[src/sto_pkg.sv]
// Package: types, constants, font ROM and helpers for the scaled text overlay.
`default_nettype none
package sto_pkg;

	localparam int WIDTH     = 412;
	localparam int MAX_CHARS = 16;
	localparam int LAYERS    = 2;

	localparam int COORD_W = 9;
	localparam int SCALE_W = 4;
	localparam int COLOR_W = 16;
	localparam int CODE_W  = 8;
	localparam int SLOT_W  = 4;
	localparam int CFG_W   = 16;

	localparam int IDX_W   = (MAX_CHARS > 1) ? $clog2(MAX_CHARS) : 1;
	localparam int LEN_W   = $clog2(MAX_CHARS + 1);
	localparam int TW_W    = LEN_W + 7;                 // len * 6 * scale
	localparam int QW      = $clog2(6 * MAX_CHARS);     // dx / scale
	localparam int Q_SPLIT = QW / 2;
	localparam int DX_W    = $clog2(WIDTH);
	localparam int DV_W    = (DX_W > QW + 4) ? DX_W : QW + 4;
	localparam int POS_A   = (TW_W > DX_W + 1) ? TW_W : DX_W + 1;
	localparam int POS_W   = ((POS_A > COORD_W) ? POS_A : COORD_W) + 1;
	localparam int TY_W    = 7;                         // ty < 7 * 15
	localparam int NSTG    = 6;                         // lane stages
	localparam int PIPE_DEPTH = 7;                      // items held, incl. output reg

	localparam logic CMD_WRITE = 1'b0;
	localparam logic CMD_PIXEL = 1'b1;

	localparam logic [COLOR_W-1:0] RST_BG_COLOR  = 16'd0;
	localparam logic [COLOR_W-1:0] RST_FG_COLOR  = 16'd57343;
	localparam logic [COORD_W-1:0] RST_TOP0      = 9'd170;
	localparam logic [SCALE_W-1:0] RST_SCALE0    = 4'd4;
	localparam logic [COORD_W-1:0] RST_TOP1      = 9'd245;
	localparam logic [SCALE_W-1:0] RST_SCALE1    = 4'd3;

	localparam logic [CODE_W-1:0] CHAR_ZERO = 8'h30;
	localparam logic [CODE_W-1:0] CHAR_NINE = 8'h39;
	localparam logic [CODE_W-1:0] CHAR_A    = 8'h41;
	localparam logic [CODE_W-1:0] CHAR_Z    = 8'h5a;
	localparam logic [CODE_W-1:0] CHAR_DASH = 8'h2d;
	localparam logic [6:0]        DASH_COL  = 7'h08;
	localparam logic [2:0]        GLYPH_COLS = 3'd5;

	typedef enum logic [2:0] {
		REG_BG_COLOR,
		REG_FIRST_COLOR,
		REG_FIRST_TOP,
		REG_FIRST_SCALE,
		REG_SECOND_COLOR,
		REG_SECOND_TOP,
		REG_SECOND_SCALE,
		REG_SECOND_ENABLE
	} reg_idx_t;

	typedef struct packed {
		logic                cmd;
		logic                layer_sel;
		logic [SLOT_W-1:0]   char_slot;
		logic [CODE_W-1:0]   char_code;
		logic                final_char;
		logic [COORD_W-1:0]  pixel_col;
		logic [COORD_W-1:0]  pixel_row;
	} req_t;

	typedef struct packed {
		logic [COLOR_W-1:0] color;
		logic               layout_error;
	} rsp_t;

	// Per-stage tag carried by the top level pipeline; valid bits travel beside it.
	typedef struct packed {
		logic              pix;
		logic              wr_ok;
		logic              layer;
		logic [IDX_W-1:0]  slot;
		logic [CODE_W-1:0] code;
	} tag_t;

	typedef struct packed {
		logic [NSTG:1]     adv;
		logic              len_we;
		logic [LEN_W-1:0]  len_val;
		logic              mem_we;
		logic [IDX_W-1:0]  mem_addr;
		logic [CODE_W-1:0] mem_data;
	} lane_ctl_t;

	typedef struct packed {
		logic [CODE_W-1:0] code;
		logic [2:0]        gx;
		logic [2:0]        gy;
		logic              hit;
		logic              err;
	} lane_res_t;

	localparam logic [6:0] FONT_DIGITS [10][5] = '{
		'{7'h3e, 7'h51, 7'h49, 7'h45, 7'h3e}, '{7'h00, 7'h42, 7'h7f, 7'h40, 7'h00},
		'{7'h42, 7'h61, 7'h51, 7'h49, 7'h46}, '{7'h21, 7'h41, 7'h45, 7'h4b, 7'h31},
		'{7'h18, 7'h14, 7'h12, 7'h7f, 7'h10}, '{7'h27, 7'h45, 7'h45, 7'h45, 7'h39},
		'{7'h3c, 7'h4a, 7'h49, 7'h49, 7'h30}, '{7'h01, 7'h71, 7'h09, 7'h05, 7'h03},
		'{7'h36, 7'h49, 7'h49, 7'h49, 7'h36}, '{7'h06, 7'h49, 7'h49, 7'h29, 7'h1e}
	};

	localparam logic [6:0] FONT_CAPS [26][5] = '{
		'{7'h7e, 7'h11, 7'h11, 7'h11, 7'h7e}, '{7'h7f, 7'h49, 7'h49, 7'h49, 7'h36},
		'{7'h3e, 7'h41, 7'h41, 7'h41, 7'h22}, '{7'h7f, 7'h41, 7'h41, 7'h22, 7'h1c},
		'{7'h7f, 7'h49, 7'h49, 7'h49, 7'h41}, '{7'h7f, 7'h09, 7'h09, 7'h09, 7'h01},
		'{7'h3e, 7'h41, 7'h49, 7'h49, 7'h7a}, '{7'h7f, 7'h08, 7'h08, 7'h08, 7'h7f},
		'{7'h00, 7'h41, 7'h7f, 7'h41, 7'h00}, '{7'h20, 7'h40, 7'h41, 7'h3f, 7'h01},
		'{7'h7f, 7'h08, 7'h14, 7'h22, 7'h41}, '{7'h7f, 7'h40, 7'h40, 7'h40, 7'h40},
		'{7'h7f, 7'h02, 7'h0c, 7'h02, 7'h7f}, '{7'h7f, 7'h04, 7'h08, 7'h10, 7'h7f},
		'{7'h3e, 7'h41, 7'h41, 7'h41, 7'h3e}, '{7'h7f, 7'h09, 7'h09, 7'h09, 7'h06},
		'{7'h3e, 7'h41, 7'h51, 7'h21, 7'h5e}, '{7'h7f, 7'h09, 7'h19, 7'h29, 7'h46},
		'{7'h46, 7'h49, 7'h49, 7'h49, 7'h31}, '{7'h01, 7'h01, 7'h7f, 7'h01, 7'h01},
		'{7'h3f, 7'h40, 7'h40, 7'h40, 7'h3f}, '{7'h1f, 7'h20, 7'h40, 7'h20, 7'h1f},
		'{7'h3f, 7'h40, 7'h38, 7'h40, 7'h3f}, '{7'h63, 7'h14, 7'h08, 7'h14, 7'h63},
		'{7'h07, 7'h08, 7'h70, 7'h08, 7'h07}, '{7'h61, 7'h51, 7'h49, 7'h45, 7'h43}
	};

	// Column of dots for a code; bit 0 is the top row. Unknown codes are blank.
	function automatic logic [6:0] glyph_column(logic [CODE_W-1:0] code, logic [2:0] gx);
		logic [3:0] di;
		logic [4:0] ci;
		logic [6:0] col;
		di  = 4'(code - CHAR_ZERO);
		ci  = 5'(code - CHAR_A);
		col = '0;
		if (gx < GLYPH_COLS) begin
			if (code >= CHAR_ZERO && code <= CHAR_NINE) begin
				col = FONT_DIGITS[di][gx];
			end else if (code >= CHAR_A && code <= CHAR_Z) begin
				col = FONT_CAPS[ci][gx];
			end else if (code == CHAR_DASH) begin
				col = DASH_COL;
			end
		end
		return col;
	endfunction

	// q / 6 by reciprocal: exact for q below 510.
	function automatic logic [QW-1:0] div6(logic [QW-1:0] q);
		logic [QW+7:0] p;
		p = (QW + 8)'(q) * (QW + 8)'(171);
		return QW'(p >> 10);
	endfunction

endpackage
`default_nettype wire

[src/sto_lane.sv]
// One text layer: geometry, scale dividers, text store and its read stage.
`default_nettype none
module sto_lane (
	input  logic                          clk,
	input  logic                          arst_n,
	input  sto_pkg::lane_ctl_t            ctl,
	input  logic [sto_pkg::COORD_W-1:0]   col,
	input  logic [sto_pkg::COORD_W-1:0]   row,
	input  logic [sto_pkg::SCALE_W-1:0]   scale,
	input  logic [sto_pkg::COORD_W-1:0]   top,
	output sto_pkg::lane_res_t            res
);
	import sto_pkg::*;

	logic [LEN_W-1:0]  len_q;
	logic [CODE_W-1:0] store_q [MAX_CHARS];

	// s1
	logic [6:0]                 cell_w_c;
	logic [TW_W-1:0]            tw_c;
	logic signed [COORD_W:0]    ty_c;
	logic [TW_W-1:0]            tw_s1;
	logic signed [COORD_W:0]    ty_s1;
	logic [COORD_W-1:0]         col_s1;

	// s2
	logic [6:0]                 sh7_c;
	logic                       zero_c, wide_c, in_c;
	logic signed [POS_W-1:0]    tw_x_c, tx_c, dx_c;
	logic [DX_W-1:0]            dx_s2;
	logic [TY_W-1:0]            ty_s2;
	logic                       hit_s2, err_s2;

	// s3
	logic [DV_W-1:0]            rem_a_c, div_a_c;
	logic [QW-1:0]              qh_c;
	logic [TY_W-1:0]            rty_c, dty_c;
	logic [2:0]                 gy_c;
	logic [DX_W-1:0]            rem_s3;
	logic [QW-1:0]              qh_s3;
	logic [2:0]                 gy_s3;
	logic                       hit_s3, err_s3;

	// s4
	logic [DV_W-1:0]            rem_b_c, div_b_c;
	logic [QW-1:0]              q_c;
	logic [QW-1:0]              q_s4;
	logic [2:0]                 gy_s4;
	logic                       hit_s4, err_s4;

	// s5
	logic [QW-1:0]              idx_c, mod_c;
	logic [2:0]                 gx_c;
	logic [IDX_W-1:0]           idx_s5;
	logic [2:0]                 gx_s5, gy_s5;
	logic                       hit_s5, err_s5;

	// s6
	logic [CODE_W-1:0]          code_s6;
	logic [2:0]                 gx_s6, gy_s6;
	logic                       hit_s6, err_s6;

	always_ff @(posedge clk or negedge arst_n) begin
		if (!arst_n) begin
			len_q <= '0;
		end else if (ctl.len_we) begin
			len_q <= ctl.len_val;
		end
	end

	always_ff @(posedge clk) begin
		if (ctl.mem_we) begin
			store_q[ctl.mem_addr] <= ctl.mem_data;
		end
	end

	// s1: text width and row offset
	always_comb begin
		cell_w_c = 7'(scale) * 7'd6;
		tw_c     = TW_W'(len_q) * TW_W'(cell_w_c);
		ty_c     = $signed({1'b0, row}) - $signed({1'b0, top});
	end

	always_ff @(posedge clk) begin
		if (ctl.adv[1]) begin
			tw_s1  <= tw_c;
			ty_s1  <= ty_c;
			col_s1 <= col;
		end
	end

	// s2: centering and bounds
	always_comb begin
		sh7_c  = 7'(scale) * 7'd7;
		zero_c = (scale == '0);
		wide_c = POS_W'(tw_s1) > POS_W'(WIDTH);
		tw_x_c = POS_W'(tw_s1);
		tx_c   = (POS_W'(WIDTH) - tw_x_c) >>> 1;
		dx_c   = POS_W'(col_s1) - tx_c;
		in_c   = !ty_s1[COORD_W] && (ty_s1[COORD_W-1:0] < COORD_W'(sh7_c))
		         && !dx_c[POS_W-1] && (dx_c < tw_x_c);
	end

	always_ff @(posedge clk) begin
		if (ctl.adv[2]) begin
			dx_s2  <= DX_W'(dx_c);
			ty_s2  <= TY_W'(ty_s1);
			hit_s2 <= in_c && !zero_c && !wide_c;
			err_s2 <= zero_c || wide_c;
		end
	end

	// s3: upper quotient bits of dx/scale, full ty/scale
	always_comb begin
		rem_a_c = DV_W'(dx_s2);
		qh_c    = '0;
		div_a_c = '0;
		for (int i = QW - 1; i >= Q_SPLIT; i--) begin
			div_a_c = DV_W'(scale) << i;
			if (rem_a_c >= div_a_c) begin
				rem_a_c = rem_a_c - div_a_c;
				qh_c[i] = 1'b1;
			end
		end
		rty_c = ty_s2;
		gy_c  = '0;
		dty_c = '0;
		for (int j = 2; j >= 0; j--) begin
			dty_c = TY_W'(scale) << j;
			if (rty_c >= dty_c) begin
				rty_c   = rty_c - dty_c;
				gy_c[j] = 1'b1;
			end
		end
	end

	always_ff @(posedge clk) begin
		if (ctl.adv[3]) begin
			rem_s3 <= DX_W'(rem_a_c);
			qh_s3  <= qh_c;
			gy_s3  <= gy_c;
			hit_s3 <= hit_s2;
			err_s3 <= err_s2;
		end
	end

	// s4: lower quotient bits
	always_comb begin
		rem_b_c = DV_W'(rem_s3);
		q_c     = qh_s3;
		div_b_c = '0;
		for (int i = Q_SPLIT - 1; i >= 0; i--) begin
			div_b_c = DV_W'(scale) << i;
			if (rem_b_c >= div_b_c) begin
				rem_b_c = rem_b_c - div_b_c;
				q_c[i]  = 1'b1;
			end
		end
	end

	always_ff @(posedge clk) begin
		if (ctl.adv[4]) begin
			q_s4   <= q_c;
			gy_s4  <= gy_s3;
			hit_s4 <= hit_s3;
			err_s4 <= err_s3;
		end
	end

	// s5: cell index and glyph column; column 5 is the gap
	always_comb begin
		idx_c = div6(q_s4);
		mod_c = q_s4 - idx_c * QW'(6);
		gx_c  = 3'(mod_c);
	end

	always_ff @(posedge clk) begin
		if (ctl.adv[5]) begin
			idx_s5 <= IDX_W'(idx_c);
			gx_s5  <= gx_c;
			gy_s5  <= gy_s4;
			hit_s5 <= hit_s4 && (gx_c != GLYPH_COLS);
			err_s5 <= err_s4;
		end
	end

	// s6: registered store read
	always_ff @(posedge clk) begin
		if (ctl.adv[6]) begin
			code_s6 <= store_q[idx_s5];
			gx_s6   <= gx_s5;
			gy_s6   <= gy_s5;
			hit_s6  <= hit_s5;
			err_s6  <= err_s5;
		end
	end

	assign res = '{code: code_s6, gx: gx_s6, gy: gy_s6, hit: hit_s6, err: err_s6};

endmodule
`default_nettype wire

[src/scaled_text_overlay_pixel_core.sv]
// Top level: scaled 5x7 text overlay, one pixel color per request beat.
// Pixel beats go through lane stages s1 to s6 and the output register on to rsp.
// Throughput: one beat per cycle unless rsp stalls; char write beats share the pipe, no rsp.
// A stall on rsp backs up stage by stage; bubbles are squeezed out, nothing is lost.
// Reset clears stage valids, text lengths and config registers to their defaults;
// the text store holds no reset and is undefined until written.
`default_nettype none
module scaled_text_overlay_pixel_core (
	input  logic                          clk,
	input  logic                          arst_n,
	input  logic                          cfg_we,
	input  logic [2:0]                    cfg_index,
	input  logic [sto_pkg::CFG_W-1:0]     cfg_data,
	input  logic                          req_valid,
	output logic                          req_ready,
	input  sto_pkg::req_t                 req,
	output logic                          rsp_valid,
	input  logic                          rsp_ready,
	output sto_pkg::rsp_t                 rsp
);
	import sto_pkg::*;

	// Configuration registers
	logic [COLOR_W-1:0] bg_q;
	logic [COLOR_W-1:0] color_q [2];
	logic [COORD_W-1:0] top_q   [2];
	logic [SCALE_W-1:0] scale_q [2];
	logic               sec_en_q;

	// Pipeline control: adv[k] means stage k loads this cycle
	logic [7:1]  adv;
	tag_t        tag_c, tag_s1, tag_s2, tag_s3, tag_s4, tag_s5;
	logic        vld_s1, vld_s2, vld_s3, vld_s4, vld_s5;
	logic        vld_s6;
	logic        rsp_vld_s7;
	rsp_t        rsp_s7;
	logic        accept;
	logic        slot_ok, layer_ok;

	lane_ctl_t   ctl_c [2];
	lane_res_t   res_c [2];

	logic        draw1;
	logic [6:0]  col0_c, col1_c;
	logic        lit0_c, lit1_c;
	rsp_t        rsp_c;

	always_ff @(posedge clk or negedge arst_n) begin
		if (!arst_n) begin
			bg_q       <= RST_BG_COLOR;
			color_q[0] <= RST_FG_COLOR;
			top_q[0]   <= RST_TOP0;
			scale_q[0] <= RST_SCALE0;
			color_q[1] <= RST_FG_COLOR;
			top_q[1]   <= RST_TOP1;
			scale_q[1] <= RST_SCALE1;
			sec_en_q   <= 1'b0;
		end else if (cfg_we) begin
			unique case (reg_idx_t'(cfg_index))
				REG_BG_COLOR:      bg_q       <= cfg_data;
				REG_FIRST_COLOR:   color_q[0] <= cfg_data;
				REG_FIRST_TOP:     top_q[0]   <= cfg_data[COORD_W-1:0];
				REG_FIRST_SCALE:   scale_q[0] <= cfg_data[SCALE_W-1:0];
				REG_SECOND_COLOR:  color_q[1] <= cfg_data;
				REG_SECOND_TOP:    top_q[1]   <= cfg_data[COORD_W-1:0];
				REG_SECOND_SCALE:  scale_q[1] <= cfg_data[SCALE_W-1:0];
				REG_SECOND_ENABLE: sec_en_q   <= cfg_data[0];
				default: ;
			endcase
		end
	end

	// Ready chain: a stage loads when it is empty or its contents move on.
	// With the output register empty every stage can move, so req_ready is high.
	always_comb begin
		adv[7] = !rsp_vld_s7 || rsp_ready;
		adv[6] = !vld_s6 || adv[7];
		adv[5] = !vld_s5 || adv[6];
		adv[4] = !vld_s4 || adv[5];
		adv[3] = !vld_s3 || adv[4];
		adv[2] = !vld_s2 || adv[3];
		adv[1] = !vld_s1 || adv[2];
	end

	assign req_ready = adv[1];
	assign accept    = req_valid && req_ready;

	// Writes past the text size or to a missing layer are dropped, final flag too
	assign slot_ok  = int'(req.char_slot) < MAX_CHARS;
	assign layer_ok = (LAYERS > 1) || (req.layer_sel == 1'b0);

	always_comb begin
		tag_c.pix   = (req.cmd == CMD_PIXEL);
		tag_c.wr_ok = slot_ok && layer_ok;
		tag_c.layer = req.layer_sel;
		tag_c.slot  = IDX_W'(req.char_slot);
		tag_c.code  = req.char_code;
	end

	always_ff @(posedge clk or negedge arst_n) begin
		if (!arst_n) begin
			vld_s1     <= 1'b0;
			vld_s2     <= 1'b0;
			vld_s3     <= 1'b0;
			vld_s4     <= 1'b0;
			vld_s5     <= 1'b0;
			vld_s6     <= 1'b0;
			rsp_vld_s7 <= 1'b0;
		end else begin
			if (adv[1]) vld_s1 <= req_valid;
			if (adv[2]) vld_s2 <= vld_s1;
			if (adv[3]) vld_s3 <= vld_s2;
			if (adv[4]) vld_s4 <= vld_s3;
			if (adv[5]) vld_s5 <= vld_s4;
			// write beats retire once they have hit the store
			if (adv[6]) vld_s6     <= vld_s5 && tag_s5.pix;
			if (adv[7]) rsp_vld_s7 <= vld_s6;
		end
	end

	always_ff @(posedge clk) begin
		if (adv[1]) tag_s1 <= tag_c;
		if (adv[2]) tag_s2 <= tag_s1;
		if (adv[3]) tag_s3 <= tag_s2;
		if (adv[4]) tag_s4 <= tag_s3;
		if (adv[5]) tag_s5 <= tag_s4;
	end

	// Text length changes at accept, where pixel beats read it; the store is
	// written in stage 5, the same place pixel beats read it, so order holds.
	always_comb begin
		for (int k = 0; k < 2; k++) begin
			ctl_c[k].adv      = adv[NSTG:1];
			ctl_c[k].len_we   = accept && (req.cmd == CMD_WRITE) && slot_ok && layer_ok
			                    && (req.layer_sel == 1'(k)) && req.final_char;
			ctl_c[k].len_val  = LEN_W'(req.char_slot) + LEN_W'(1);
			ctl_c[k].mem_we   = vld_s5 && !tag_s5.pix && tag_s5.wr_ok
			                    && (tag_s5.layer == 1'(k)) && adv[6];
			ctl_c[k].mem_addr = tag_s5.slot;
			ctl_c[k].mem_data = tag_s5.code;
		end
	end

	sto_lane u_lane0 (
		.clk    (clk),
		.arst_n (arst_n),
		.ctl    (ctl_c[0]),
		.col    (req.pixel_col),
		.row    (req.pixel_row),
		.scale  (scale_q[0]),
		.top    (top_q[0]),
		.res    (res_c[0])
	);

	sto_lane u_lane1 (
		.clk    (clk),
		.arst_n (arst_n),
		.ctl    (ctl_c[1]),
		.col    (req.pixel_col),
		.row    (req.pixel_row),
		.scale  (scale_q[1]),
		.top    (top_q[1]),
		.res    (res_c[1])
	);

	// Font lookup and layering; layer one goes on top when enabled
	always_comb begin
		draw1  = (LAYERS > 1) && sec_en_q;
		col0_c = glyph_column(res_c[0].code, res_c[0].gx);
		col1_c = glyph_column(res_c[1].code, res_c[1].gx);
		lit0_c = res_c[0].hit && col0_c[res_c[0].gy];
		lit1_c = draw1 && res_c[1].hit && col1_c[res_c[1].gy];
		rsp_c.color = bg_q;
		if (lit0_c) begin
			rsp_c.color = color_q[0];
		end
		if (lit1_c) begin
			rsp_c.color = color_q[1];
		end
		rsp_c.layout_error = res_c[0].err || (draw1 && res_c[1].err);
	end

	always_ff @(posedge clk) begin
		if (adv[7]) begin
			rsp_s7 <= rsp_c;
		end
	end

	assign rsp_valid = rsp_vld_s7;
	assign rsp       = rsp_s7;

endmodule
`default_nettype wire

[config.mk]
export PLATFORM = sky130hd
export DESIGN_NAME = scaled_text_overlay_pixel_core
export DESIGN_NICKNAME = d
export VERILOG_FILES = /design/src/sto_pkg.sv /design/src/sto_lane.sv /design/src/scaled_text_overlay_pixel_core.sv
export SDC_FILE = /design/constraint.sdc
export NUM_CORES = 1
export LEC_CHECK = 0
export BUFFER_PORTS_ARGS = -buffer_cell sky130_fd_sc_hd__buf_2
export CAP_MARGIN = 20
export CELL_PAD_IN_SITES_DETAIL_PLACEMENT = 1
export CELL_PAD_IN_SITES_GLOBAL_PLACEMENT = 1
export CORE_UTILIZATION = 45
export DETAILED_ROUTE_END_ITERATION = 12
export HOLD_SLACK_MARGIN = 0.03
export PLACE_DENSITY = 0.74
export SETUP_SLACK_MARGIN = 0.15
export SLEW_MARGIN = 0
export SYNTH_ARGS = -nofsm -noshare
export SYNTH_HDL_FRONTEND = slang
export SYNTH_SLANG_ARGS = --single-unit
[constraint.sdc]
create_clock -name clk -period 9.5 [get_ports clk]
set_input_delay 0.475 -clock clk [delete_from_list [all_inputs] [get_ports clk]]
set_output_delay 0.475 -clock clk [all_outputs]
set_load 0.05 [all_outputs]
# Yosys cells after proc, flatten, opt, wreduce, memory -nomap -nowiden
# Memory sizes are Yosys's and may differ from the RTL's. A register that Yosys moved wholly into a read port is not among the register bits.
# Index checks and enable logic that the tools add are counted.
dict set report totals {
  reg_bits 366
  ramBits 256
  romBits 3360
  input_bits 57
  output_inout_bits 19
  wordCells 340
  memories 6
}
dict set report op_classes {
  add_sub_neg 29
  mul 10
  order_cmp 44
  eq_ne 11
  mux 68
  bitwise 9
  reduce_logical 69
}
# name words width rd rd_clocked_by_memory_dff wr line_no
set mem_list {}
lappend mem_list {{(no name shown)} 32 35 1 0 0 sto_pkg.sv:135} ;# col = FONT_CAPS[ci][gx];
lappend mem_list {{(no name shown)} 32 35 1 0 0 sto_pkg.sv:135}
lappend mem_list {{(no name shown)} 16 35 1 0 0 sto_pkg.sv:133} ;# col = FONT_DIGITS[di][gx];
lappend mem_list {{(no name shown)} 16 35 1 0 0 sto_pkg.sv:133}
lappend mem_list {u_lane0.store_q 16 8 1 1 1 sto_lane.sv:16} ;# logic [CODE_W-1:0] store_q [MAX_CHARS];
lappend mem_list {u_lane1.store_q 16 8 1 1 1 sto_lane.sv:16}
# operator n
set ops {}
lappend ops {{35-bit two-way mux} 8}
lappend ops {{7-bit two-way mux} 18}
lappend ops {{11-bit two-way mux} 10}
lappend ops {{7-bit binary-select mux with 3-bit select} 4}
lappend ops {{1-bit logical AND} 32}
lappend ops {{16-bit two-way mux} 2}
lappend ops {{7-bit by 8-bit multiplier with 15-bit output, second input constant} 2}
lappend ops {{13-bit < comparator} 2}
lappend ops {{10-bit by 12-bit subtractor with 13-bit output} 2}
lappend ops {{9-bit by 12-bit subtractor with 13-bit output, first input constant} 2}
lappend ops {{12-bit by 9-bit greater-than comparator with 1-bit output, second input constant} 2}
lappend ops {{11-bit by 4-bit greater-or-equal comparator with 1-bit output} 2}
lappend ops {{11-bit by 5-bit greater-or-equal comparator with 1-bit output} 2}
lappend ops {{11-bit by 7-bit greater-or-equal comparator with 1-bit output} 2}
lappend ops {{11-bit by 8-bit greater-or-equal comparator with 1-bit output} 2}
lappend ops {{11-bit by 9-bit greater-or-equal comparator with 1-bit output} 2}
lappend ops {{5-bit by 6-bit multiplier with 11-bit output} 2}
lappend ops {{11-bit by 5-bit subtractor with 11-bit output} 2}
lappend ops {{11-bit by 8-bit subtractor with 11-bit output} 2}
lappend ops {{11-bit by 9-bit subtractor with 11-bit output} 2}
lappend ops {{9-bit by 10-bit subtractor with 11-bit output} 2}
lappend ops {{9-bit by 10-bit greater-or-equal comparator with 1-bit output} 2}
lappend ops {{1-bit two-way mux} 20}
lappend ops {{9-bit by 6-bit subtractor with 10-bit output} 2}
lappend ops {{other kinds (42)} 112}

# Logic depth before layout (Yosys ltp)
# Gate-level depths: netlist (run 1).
dict set report depth {
  word_depth 16
  depth_mapped 36
  depth_no_buf 34
}

# Hierarchy
# Synthesis (run 1) repeated with hierarchy kept, for this count alone.
dict set report hier_totals {
  cells_unflattened 3049
  hier_area_um2 38463.1
}
# mod n_inst cells_each area_per_inst_um2 seq_area_each_um2
set modules_own_cells {}
lappend modules_own_cells {{sto_lane at u_lane1} 1 1001 13855.8 7151.9}
lappend modules_own_cells {{sto_lane at u_lane0} 1 1002 13825.8 7151.9}
lappend modules_own_cells {scaled_text_overlay_pixel_core 1 1046 10781.6 4718.3}

# Least setup slack after synthesis (run 1)
# No wires, ideal clock.
dict set report synth_path {
  kind {register -> register}
  startpoint {register scale_q[1] (netlist bit)}
  endpoint {register u_lane1.rem_s3[4], data pin}
  setup_ns 0.260
  t_arrival_ns 7.530
  required_ns 9.240
  slack_ns 1.709
  stages_incl_launch_ff 36
  n_path_buf 2
  synth_period_minus_slack_ns 7.791
  cell_sequence {dfstp_2 > inv_1 > ha_1 > nor2b_1 > o21ai_4 > a21oi_1 > nor2_1 > mux2_2 > ha_1 > nor2b_1 > o21ai_0 > and2b_2 > o31ai_1 > nor2b_4 > buf_6 > mux2_2 > inv_1 > ha_1 > nor2b_1 > o21ai_0 > inv_1 > o21ai_0 > and2b_2 > inv_1 > or3_2 > buf_6 > nor2_1 > a21oi_1 > fa_1 > a21o_1 > a21oi_1 > o41ai_1 > nor4_1 > a21oi_1 > nor3b_4 > mux2_4}
}
dict set report synth_via {
  elab_chain_len 8
  elab_cells_between_ends 12
  cone_classes {4 x add/sub; 4 x order compare; 4 x mux}
}
# item line_no
set synth_rtl {}
lappend synth_rtl {{from (decl)} scaled_text_overlay_pixel_core.sv:27} ;# logic [SCALE_W-1:0] scale_q [2];
lappend synth_rtl {{9-bit by 10-bit subtractor with 11-bit output / 9-bit by 10-bit greater-or-equal comparator with 1-bit output (equally long branches)} {sto_lane.sv:121, sto_lane.sv:120}}
lappend synth_rtl {{11-bit two-way mux} sto_lane.sv:120} ;# if (rem_a_c >= div_a_c) begin
lappend synth_rtl {{11-bit by 9-bit subtractor with 11-bit output / 11-bit by 9-bit greater-or-equal comparator with 1-bit output (equally long branches)} {sto_lane.sv:121, sto_lane.sv:120}}
lappend synth_rtl {{11-bit two-way mux} sto_lane.sv:120}
lappend synth_rtl {{11-bit by 8-bit subtractor with 11-bit output / 11-bit by 8-bit greater-or-equal comparator with 1-bit output (equally long branches)} {sto_lane.sv:121, sto_lane.sv:120}}
lappend synth_rtl {{11-bit two-way mux} sto_lane.sv:120}
lappend synth_rtl {{11-bit by 7-bit greater-or-equal comparator with 1-bit output / 9-bit by 7-bit subtractor with 9-bit output (equally long branches)} {sto_lane.sv:120, sto_lane.sv:121}}
lappend synth_rtl {{9-bit two-way mux *} sto_lane.sv:120}
lappend synth_rtl {{named net u_lane1.rem_a_c[4]} sto_lane.sv:35} ;# logic [DV_W-1:0] rem_a_c, div_a_c;
lappend synth_rtl {{to (signal assigned)} sto_lane.sv:139} ;# rem_s3 <= DX_W'(rem_a_c);
lappend synth_rtl {{to (decl)} sto_lane.sv:39} ;# logic [DX_W-1:0] rem_s3;
# The timed path passes the listed nets; every way through them passes the cells marked *.
# A chain may end at the register's enable or synchronous reset.

# Worst setup path after layout (run 1)
# Ends and elaborated chain as after synthesis.

==> flow_metrics.env, run 1 <==
export IMPL_boundaryPins=76
export IMPL_mostFrequentLayoutCell="edfxtp_1"
export IMPL_worst_min_path_class="input port to flip-flop"
export IMPL_final_nets=3588
export IMPL_final_instance_area_um2=42100
export IMPL_drt_iter0_drc=1491
export IMPL_synth_xor_area_share_pct=3.05
export IMPL_clk_latency_ps=620
export IMPL_worst_slew_pin_transition_ps=1110
export IMPL_mostFrequentLayoutCells="edfxtp_1 (546), ha_1 (312), inv_1 (250), nand2_1 (175), a21oi_1 (150)"
export IMPL_y_dimension_of_the_die_um=292
export IMPL_skew_ps=19.5
export IMPL_num_rows=105
export IMPL_synthesis_nets=3487
export IMPL_min_period_ps=8460
export IMPL_path_buf_inv=4
export IMPL_critical_path_cell_with_the_highest_stage_delay="dfstp_2"
export IMPL_root_buffer="clkbuf_16"
export IMPL_run_status="complete, no violations"
export IMPL_timing_hold_violations_final=0
export IMPL_syn_area_per_cell_um2=12.4
export IMPL_areaGrowthSynthToFinish_pct=11.4
export IMPL_worst_setup_hold_path_clk_slew_ps=60
export IMPL_maxClockFrequency_mhz=118
export IMPL_muxShareOfSynthArea_pct=9.42
export IMPL_clock_sinks=638
export IMPL_wl_per_cell_um=22.9
export IMPL_detail_route_antenna_nets=0
export IMPL_cts_buffer_depth=3
export IMPL_timing_final_max_slew_violations=0
export IMPL_yosysWarningCount=0
export IMPL_dpl_instance_area_um2=39400
export IMPL_ys_async_sr_fraction_pct=14.4
export IMPL_final_min_period_over_clock_period_pct=89.0
export IMPL_setup_worst_path_end_class="flip-flop"
export IMPL_io_port_bufs=75
export IMPL_synth_ff_type="edfxtp_1"
export IMPL_synth_compound_area_share_pct=10.5
export IMPL_drc_errors_left=0
export IMPL_hold_ws_ps=75.2
export IMPL_basic_gate_share_of_the_synthesized_area_counting_and_or_nand_and_nor_cells_pct=9.40
export IMPL_core_area_um2=82600
export IMPL_globalRoute_totalOverflow=0
export IMPL_cts_inserted_buffers=68
export IMPL_post_cts_buffers=0
export IMPL_cts_hold_buffers_added=18
export IMPL_synth_ff_latch_count=638
export IMPL_timing_critical_path_max_delay_family="simple AND/OR/NAND/NOR gates"
export IMPL_worst_path_max_fanout=11
export IMPL_antenna_diode_count=0
export IMPL_synth_top_family_by_area="adder cells"
export IMPL_place_hpwl_um=69900
export IMPL_cell_variety_after_synth=106
export IMPL_slew_headroom_pct=25.8
export IMPL_drv_cap=0
export IMPL_wp_data_required_ps=9870
export IMPL_synthesis_area_um2=37800
export IMPL_worstPathArrival_ps=8820
export IMPL_synth_seq_area_share_pct=49.6
export IMPL_initial_util_pct=45.8
export IMPL_die_width_um=292
export IMPL_dieArea_um2=85200
export IMPL_vias_per_cell=5.88
export IMPL_grtUsageTotal_pct=23.3
export IMPL_first_global_vias=27800
export IMPL_grt_start_max_net_pins=79
export IMPL_drt_total_wl_um=97800
export IMPL_fin_tns_setup_ps=0
export IMPL_synthesis_instances=3046
export IMPL_drt_pass1_iter_count=6
export IMPL_vias=25100
export IMPL_h_tree_depth=3
export IMPL_timing_critical_path_slowest_cell_delay_ps=770
export IMPL_synth_fa_ha_area_share_pct=14.1
export IMPL_rsz0062_at_grt="no"
export IMPL_startpoint_class_of_the_critical_path="flip-flop"
export IMPL_cts_resized=0
export IMPL_grt_first_pass_wirelength_um=157000
export IMPL_timing_setup_critical_path_class="flip-flop to flip-flop"
export IMPL_gpl_final_weighted_congestion=0.906
export IMPL_setup_viol=0
export IMPL_grt_antenna_before_repair=0
export IMPL_drive_above_1_share_pct=16.4
export IMPL_synth_enable_flop_cells=546
export IMPL_cts_tree="yes"
## metal layers
metal	GRT usage, %	vias up	wire length (um)
li1	-	11500	-
met1	28.7	12800	40500
met2	41.8	557	50600
met3	2.44	192	3200
met4	9.54	0	3520
met5	0	-	0
## path summary, 6_finish.rpt
check                      startpoint                end  slack (ps)  cells after the start
max in group asynchronous      arst_n        color_q[30]        8270                      4
min in group asynchronous      arst_n          top_q[11]         260                      2
setup / recovery           scale_q[1]  u_lane1.rem_s3[4]        1040                     33
hold reg to reg             tag_s3[6]          tag_s4[6]         410                      0
setup reg to reg           scale_q[1]  u_lane1.rem_s3[4]        1040                     33
hold / removal                req[32]         tag_s1[14]          80                      1
## cells in the mapped netlist (20+ instances only)
| cell | number | share of area (%) |
|---|---|---|
| a211oi_1 | 22 | 0.44 |
| a31oi_1 | 29 | 0.48 |
| a21oi_1 | 150 | 2.0 |
| o21ai_0 | 135 | 1.8 |
| mux2i_1 | 36 | 0.95 |
| inv_1 | 250 | 2.5 |
| mux4_2 | 81 | 4.8 |
| xor2_1 | 46 | 1.1 |
| clkbuf_1 | 66 | 0.65 |
| nand3_1 | 53 | 0.70 |
| nor3_1 | 49 | 0.65 |
| nor2_1 | 142 | 1.4 |
| nand2b_1 | 57 | 0.94 |
| o211ai_1 | 20 | 0.40 |
| dfrtp_1 | 49 | 3.2 |
| a21o_1 | 64 | 1.3 |
| mux2_2 | 113 | 3.4 |
| and2_1 | 31 | 0.51 |
| edfxtp_1 | 546 | 43 |
| dfstp_2 | 43 | 3.0 |
| ha_1 | 312 | 10 |
| fa_1 | 72 | 3.8 |
| nand2_1 | 177 | 1.8 |
| xnor2_1 | 75 | 1.7 |
| nor2b_1 | 51 | 0.84 |
| nand4_1 | 30 | 0.50 |
## per-stage QoR
stage | util [%] | worst slack [ps] | instances
floorplan | - | 1710 | 3046
global placement | 47.7 | 1350 | 4120
detailed placement | 47.7 | 1000 | 4120
CTS | 50.7 | 989 | 4261
global route | 51.0 | 451 | 4270
finish | 51.0 | 1040 | 4270
## sequential cells by signal, summed over array words and instances, names as in the netlist, 10 cells and up
name and count:
u_lane0.tw_s1 11, u_lane0.ty_s1 10, u_lane1.store_q 128, rsp 17, tag_s1 14, u_lane1.tw_s1 11, tag_s2 14, u_lane1.ty_s1 10
color_q 32, tag_s4 14, top_q 18, tag_s3 14, ctl_c 12, bg_q 16, u_lane0.store_q 128
## logic make-up after synthesis
logic type / after synthesis
adder cells (fa/ha/maj): 384
XOR/XNOR: 126
flip-flops: 638
multiplexers: 237
buffers and inverters: 371
AND/OR/NAND/NOR: 685
AO/OA/AOI/OAI: 605
## cell type report
type                       instances  area, um^2
sequential                       638       18800
tap                             1070        1340
fill                            8378       40500
clock buffer                      77        1770
clock inverter                    46         566
timing repair buffer             148        1110
multi-input combinational       2037       17600
inverter                         254         953
## worst register-to-register path, delay by kind of cell (launching register included)
| family | cells | cell delay [ps] |
|---|---|---|
| compound gates | 11 | 1850 |
| fa+ha+maj | 4 | 1340 |
| buf+inv | 4 | 330 |
| flops | 1 | 770 |
| mux | 3 | 1160 |
| simple gates | 11 | 2780 |
Power of run 1 is not shown: default switching activity piles up to over one toggle a cycle in this logic, so the estimate is an artifact.
==> run 2, diff against run 1 <==
Settings changed: CTS_CLUSTER_DIAMETER set to 150.
Clock period 9.5 ns to 7.8 ns, I/O delays scaled along.
==> run 2 against run 1 <==
  * Utilization is 0.54 points higher
  * Sequential cell count stayed put
  * Worst hold slack better by 39 ps
  * Critical endpoint is now u_lane0.rem_s3[7]
  * Setup slack worse by 540 ps
  * Wire length is 0.71% higher
  * Cell area is 1.1% higher
  * Via count is 0.14% higher
==> flow_metrics.env, run 2 (synthesis gave the netlist of run 1 again) <==
export IMPL_timing_setup_critical_path_class="flip-flop to flip-flop"
export IMPL_min_period_ps=7300
export IMPL_mostFrequentLayoutCell="edfxtp_1"
export IMPL_wp_data_required_ps=8160
export IMPL_vias=25100
export IMPL_dpl_instance_area_um2=39500
export IMPL_path_buf_inv=3
export IMPL_grt_start_max_net_pins=57
export IMPL_areaGrowthSynthToFinish_pct=12.6
export IMPL_layout_top_registers="u_lane0.store_q: 128 flops, u_lane1.store_q: 128 flops, color_q: 32 flops"
export IMPL_slew_headroom_pct=25.1
export IMPL_worst_min_path_class="input port to flip-flop"
export IMPL_y_dimension_of_the_die_um=292
export IMPL_maxClockFrequency_mhz=137
export IMPL_startpoint_class_of_the_critical_path="flip-flop"
export IMPL_grt_first_pass_wirelength_um=156000
export IMPL_worst_setup_hold_path_clk_slew_ps=60
export IMPL_drt_total_wl_um=98500
export IMPL_drt_pass1_iter_count=5
export IMPL_first_global_vias=27500
export IMPL_antenna_diode_count=0
export IMPL_drive_above_1_share_pct=17.6
export IMPL_num_rows=105
export IMPL_timing_final_max_slew_violations=0
export IMPL_final_nets=3625
export IMPL_skew_ps=17.5
export IMPL_drc_errors_left=0
export IMPL_worst_path_max_fanout=10
export IMPL_critical_path_cell_with_the_highest_stage_delay="or4_4"
export IMPL_final_min_period_over_clock_period_pct=93.6
export IMPL_globalRoute_totalOverflow=0
export IMPL_place_hpwl_um=69900
export IMPL_die_width_um=292
export IMPL_worst_slew_pin_transition_ps=1110
export IMPL_setup_worst_path_end_class="flip-flop"
export IMPL_initial_util_pct=45.8
export IMPL_timing_critical_path_max_delay_family="simple AND/OR/NAND/NOR gates"
export IMPL_worstPathArrival_ps=7660
export IMPL_detail_route_antenna_nets=0
export IMPL_mostFrequentLayoutCells="edfxtp_1 (546), ha_1 (310), inv_1 (249), nand2_1 (175), a21oi_1 (145)"
export IMPL_wl_per_cell_um=22.9
export IMPL_dieArea_um2=85200
export IMPL_cts_inserted_buffers=67
export IMPL_timing_hold_violations_final=0
export IMPL_clock_sinks=638
export IMPL_root_buffer="clkbuf_16"
export IMPL_final_instance_area_um2=42600
export IMPL_h_tree_depth=3
export IMPL_boundaryPins=76
export IMPL_io_port_bufs=75
export IMPL_grtUsageTotal_pct=23.3
export IMPL_grt_antenna_before_repair=0
export IMPL_gpl_final_weighted_congestion=0.913
export IMPL_setup_viol=0
export IMPL_run_status="complete, no violations"
export IMPL_drv_cap=0
export IMPL_core_area_um2=82600
export IMPL_vias_per_cell=5.84
export IMPL_cts_buffer_depth=3
export IMPL_rsz0062_at_grt="no"
export IMPL_clk_latency_ps=630
export IMPL_cts_tree="yes"
export IMPL_drt_iter0_drc=1425
export IMPL_timing_critical_path_slowest_cell_delay_ps=590
==> run 2: cell types whose count changed in the layout (fill, tap and decap cells not counted), moves of 2 or more <==
cell and delta:
clkinv_4 -2, dlygate4sd3_1 +15, clkinvlp_4 +7, nor3b_2 +2, a21oi_1 -5, a21oi_2 +5, ha_1 -2, clkinv_1 -6
clkbuf_8 +4, o21ai_0 -4, ha_4 +2, o21ai_1 +2, buf_4 +22
==> run 2: final cells by class <==
class,instances,area [um^2]
clock buffers,80,1800
clock inverters,42,538
fillers,8327,40100
inverters,254,957
multi-input cells,2037,17800
flip-flops and latches,638,18800
well taps,1070,1340
repair buffers,186,1440
==> run 2: final timing paths <==
| kind | to | from | depth (start not counted) | slack, ps |
|---|---|---|---|---|
| worst max-delay path | u_lane0.rem_s3[7] | scale_q[6] | 29 | 500 |
| worst min-delay path | top_q[17] | cfg_data[8] | 3 | 110 |
| worst max register to register | u_lane0.rem_s3[7] | scale_q[6] | 29 | 500 |
| worst min register to register | tag_s2[1] | tag_s1[1] | 0 | 410 |
| max in group asynchronous | vld_s3 | arst_n | 3 | 6320 |
| min in group asynchronous | bg_q[7] | arst_n | 2 | 370 |
==> run 2: worst register-to-register path, delay by kind of cell, from the launching register on <==
family	cells	cell delay (ps)
AND/OR/NAND/NOR	11	2380
AO/OA/AOI/OAI	10	1910
multiplexers	1	380
flip-flops	1	580
adder cells (fa/ha/maj)	4	1480
buffers and inverters	3	320
==> run 2: timing repair <==
action / 4_1_cts / 5_1_grt
endpoints found under the setup margin: 11 / 14
endpoints found under the hold margin: 63 / 0
gates resized for setup: 7 / 15
pin swaps: 2 / 8
hold buffers: 33 / 0
setup buffers: 3 / 8
==> run 2: metal layers <==
layer / track usage [%] / vias up / wire (um)
li1: - / 11600 / -
met1: 28.5 / 12800 / 40400
met2: 42.5 / 581 / 51800
met3: 2.50 / 187 / 3550
met4: 7.86 / 0 / 2760
met5: 0 / - / 0
==> run 2: per-stage QoR <==
| step | utilization (%) | hold WS (ps) | std cells | setup slack, ps | TNS (ps) |
|---|---|---|---|---|---|
| after detailed placement | 47.8 | 406 | 4132 | -340 | -1080 |
| final | 51.5 | 114 | 4307 | 500 | 0 |
| after global placement | 47.8 | 402 | 4130 | 90.7 | 0 |
| after global routing | 51.5 | 110 | 4307 | 76.2 | 0 |
| after CTS | 51.1 | 63.9 | 4290 | 185 | 0 |
| after floorplan | - | 94.4 | 3046 | 174 | 0 |
Power of run 2 is left out for the same reason.
==> run 3, diff against run 2 <==
Settings changed: CAP_MARGIN 20 to not set, PLACE_DENSITY 0.74 to 0.73, SYNTH_HIERARCHICAL set to 1.
==> run 3 against run 2 <==
  * Global-route usage shrank 0.38 points
  * Critical path type unchanged
  * Sequential share of layout area grew 0.30 points
  * Clock skew grew 1.7 ps
  * Utilization shrank 0.51 points
  * Worst hold slack lost 46 ps
  * Area after synthesis grew 1.7%
==> flow_metrics.env, run 3 <==
export IMPL_synth_common_cells="edfxtp_1 (555), ha_1 (309), inv_1 (250)"
export IMPL_fin_tns_setup_ps=0
export IMPL_cts_buffer_depth=3
export IMPL_synthesis_nets=3487
export IMPL_synth_top_family_by_area="adder cells"
export IMPL_maxClockFrequency_mhz=135
export IMPL_drive_above_1_share_pct=17.6
export IMPL_drt_total_wl_um=98300
export IMPL_drv_cap=0
export IMPL_crit_path_start="scale_q[1]"
export IMPL_basic_gate_share_of_the_synthesized_area_counting_and_or_nand_and_nor_cells_pct=9.08
export IMPL_setup_worst_path_end_class="flip-flop"
export IMPL_initial_util_pct=45.7
export IMPL_detail_route_antenna_nets=0
export IMPL_cts_inserted_buffers=67
export IMPL_worst_min_path_class="input port to flip-flop"
export IMPL_worst_r2r_setup_slack_ps=370
export IMPL_min_period_ps=7430
export IMPL_clk_latency_ps=620
export IMPL_dieArea_um2=86600
export IMPL_final_min_period_over_clock_period_pct=95.2
export IMPL_run_status="complete, no violations"
export IMPL_clock_sinks=647
export IMPL_netlist_top_cell_by_area="edfxtp_1"
export IMPL_globalRoute_totalOverflow=0
export IMPL_timing_hold_violations_final=0
export IMPL_h_tree_depth=3
export IMPL_yosysTopAreaCellShare_pct=43.3
export IMPL_synth_xor_area_share_pct=2.85
export IMPL_final_nets=3612
export IMPL_synthesis_instances=3049
export IMPL_synth_ff_latch_count=647
export IMPL_wp_data_required_ps=8170
export IMPL_synth_enable_flop_cells=555
export IMPL_areaGrowthSynthToFinish_pct=11.5
export IMPL_grt_start_max_net_pins=64
export IMPL_num_rows=106
export IMPL_worst_slew_pin_transition_ps=1340
export IMPL_crit_reg2reg_capture="u_lane1/rem_s3[4]"
export IMPL_core_area_um2=84100
export IMPL_vias_per_cell=5.82
export IMPL_die_width_um=294
export IMPL_gpl_final_weighted_congestion=0.874
export IMPL_slew_headroom_pct=9.70
export IMPL_worstPathArrival_ps=7790
export IMPL_grt_first_pass_wirelength_um=155000
export IMPL_timing_rr_start="scale_q[1]"
export IMPL_critPathMostFrequentCell="ha_1"
export IMPL_timing_final_max_slew_violations=0
export IMPL_syn_area_per_cell_um2=12.6
export IMPL_io_port_bufs=75
export IMPL_critical_path_cell_with_the_highest_stage_delay="dfstp_2"
export IMPL_place_hpwl_um=71200
export IMPL_synthesis_area_um2=38500
export IMPL_cp_endpoint="u_lane1/rem_s3[4]"
export IMPL_worst_path_max_fanout=8
export IMPL_cell_variety_after_synth=116
export IMPL_synth_ff_type="edfxtp_1"
export IMPL_boundaryPins=76
export IMPL_cell_with_the_most_instances_after_synthesis="edfxtp_1"
export IMPL_setup_viol=0
export IMPL_mostFrequentLayoutCell="edfxtp_1"
export IMPL_synth_seq_area_share_pct=49.5
export IMPL_reg2regPathDepth=27
export IMPL_first_global_vias=27900
export IMPL_grt_antenna_before_repair=3
export IMPL_timing_setup_critical_path_class="flip-flop to flip-flop"
export IMPL_synth_compound_area_share_pct=11.1
export IMPL_skew_ps=19.2
export IMPL_yosysWarningCount=6
export IMPL_synth_fa_ha_area_share_pct=13.8
export IMPL_grtUsageTotal_pct=22.9
export IMPL_root_buffer="clkbuf_16"
export IMPL_drt_pass1_iter_count=5
export IMPL_timing_critical_path_slowest_cell_delay_ps=530
export IMPL_wl_per_cell_um=22.5
export IMPL_layout_top_registers="u_lane0/store_q: 128 flops, u_lane1/store_q: 128 flops, color_q: 32 flops"
export IMPL_synthTopCellsByArea="edfxtp_1 (43%), ha_1 (10%), mux4_2 (4.9%)"
export IMPL_muxShareOfSynthArea_pct=10.0
export IMPL_y_dimension_of_the_die_um=294
export IMPL_vias=25400
export IMPL_ys_async_sr_fraction_pct=14.2
export IMPL_drc_errors_left=0
export IMPL_antenna_diode_count=0
export IMPL_drt_iter0_drc=1352
export IMPL_startpoint_class_of_the_critical_path="flip-flop"
export IMPL_rsz0062_at_grt="yes"
export IMPL_mostFrequentLayoutCells="edfxtp_1 (555), ha_1 (309), inv_1 (250), nand2_1 (165), nor2_1 (160)"
export IMPL_worst_setup_hold_path_clk_slew_ps=60
export IMPL_cts_tree="yes"
## run 3: changes by cell type after synthesis, moves of 10 or more
cell      before  now
nor2_1       142  161
nor3_1        49   31
o21ai_0      135  117
mux2_1         2   17
nand3_1       53   39
a21oi_1      150  139
nand2b_1      57   46
nand2_1      177  167
## run 3: per-stage QoR
step / util (%) / area [um^2] / setup WS, ps / instances / hold slack (ps)
2_1_floorplan: - / 38500 / 274 / 3049 / 94.4
3_3_place_gp: 47.8 / 40200 / 183 / 4202 / 320
3_5_place_dp: 47.8 / 40200 / 66.2 / 4202 / 339
4_1_cts: 50.9 / 42800 / 153 / 4358 / 39.8
5_1_grt: 51.0 / 42900 / 66.0 / 4362 / 58.1
6_report: 51.0 / 42900 / 371 / 4362 / 68.1
## run 3: worst min path at each step
stage                     slack, ps          end         start  depth (start not counted)
after floorplan                  90      bg_q[0]        arst_n                          0
after global placement          320      bg_q[3]        arst_n                          1
after detailed placement        340      bg_q[3]        arst_n                          1
after CTS                        40  color_q[12]  cfg_data[12]                          2
after global routing             60  color_q[12]  cfg_data[12]                          2
final                            70  color_q[12]  cfg_data[12]                          2
## run 3: worst max-delay path, delay by kind of cell (launching register included)
family          cells  cell delay, ps
fa+ha+maj           4            1360
flops               1             530
simple gates        9            1980
compound gates      8            1750
buf+inv             2             240
mux                 4            1310
## run 3: cells by family after synthesis
kind of cell / count (synthesis)
xor+xnor: 120
mux: 259
fa+ha+maj: 381
compound gates: 614
simple gates: 664
flops: 647
buf+inv: 364
## run 3: layer usage
metal | global-route usage, % | wire length (um) | up-vias
li1 | - | - | 11700
met5 | 0 | 11 | -
met1 | 27.8 | 40800 | 13100
met3 | 2.53 | 3180 | 162
met4 | 7.55 | 2540 | 2
met2 | 42.0 | 51800 | 499
## run 3: final cells by class
type	count	area (um^2)
Fill cell	8610	41200
Sequential cell	647	19000
Tap cell	1134	1420
Clock inverter	44	508
Clock buffer	79	1780
Timing Repair Buffer	167	1140
Multi-Input combinational cell	2038	18100
Inverter	253	950
## run 3: repair_timing
action                                  CTS  global route
buffers inserted                          4             4
endpoints found under the hold margin    73             0
resized for setup                         2             9
pin swaps                                 1             1
hold buffers                             29             0
endpoints found under the setup margin    6            14
gates cloned                              0             0
Power of run 3 is left out for the same reason.
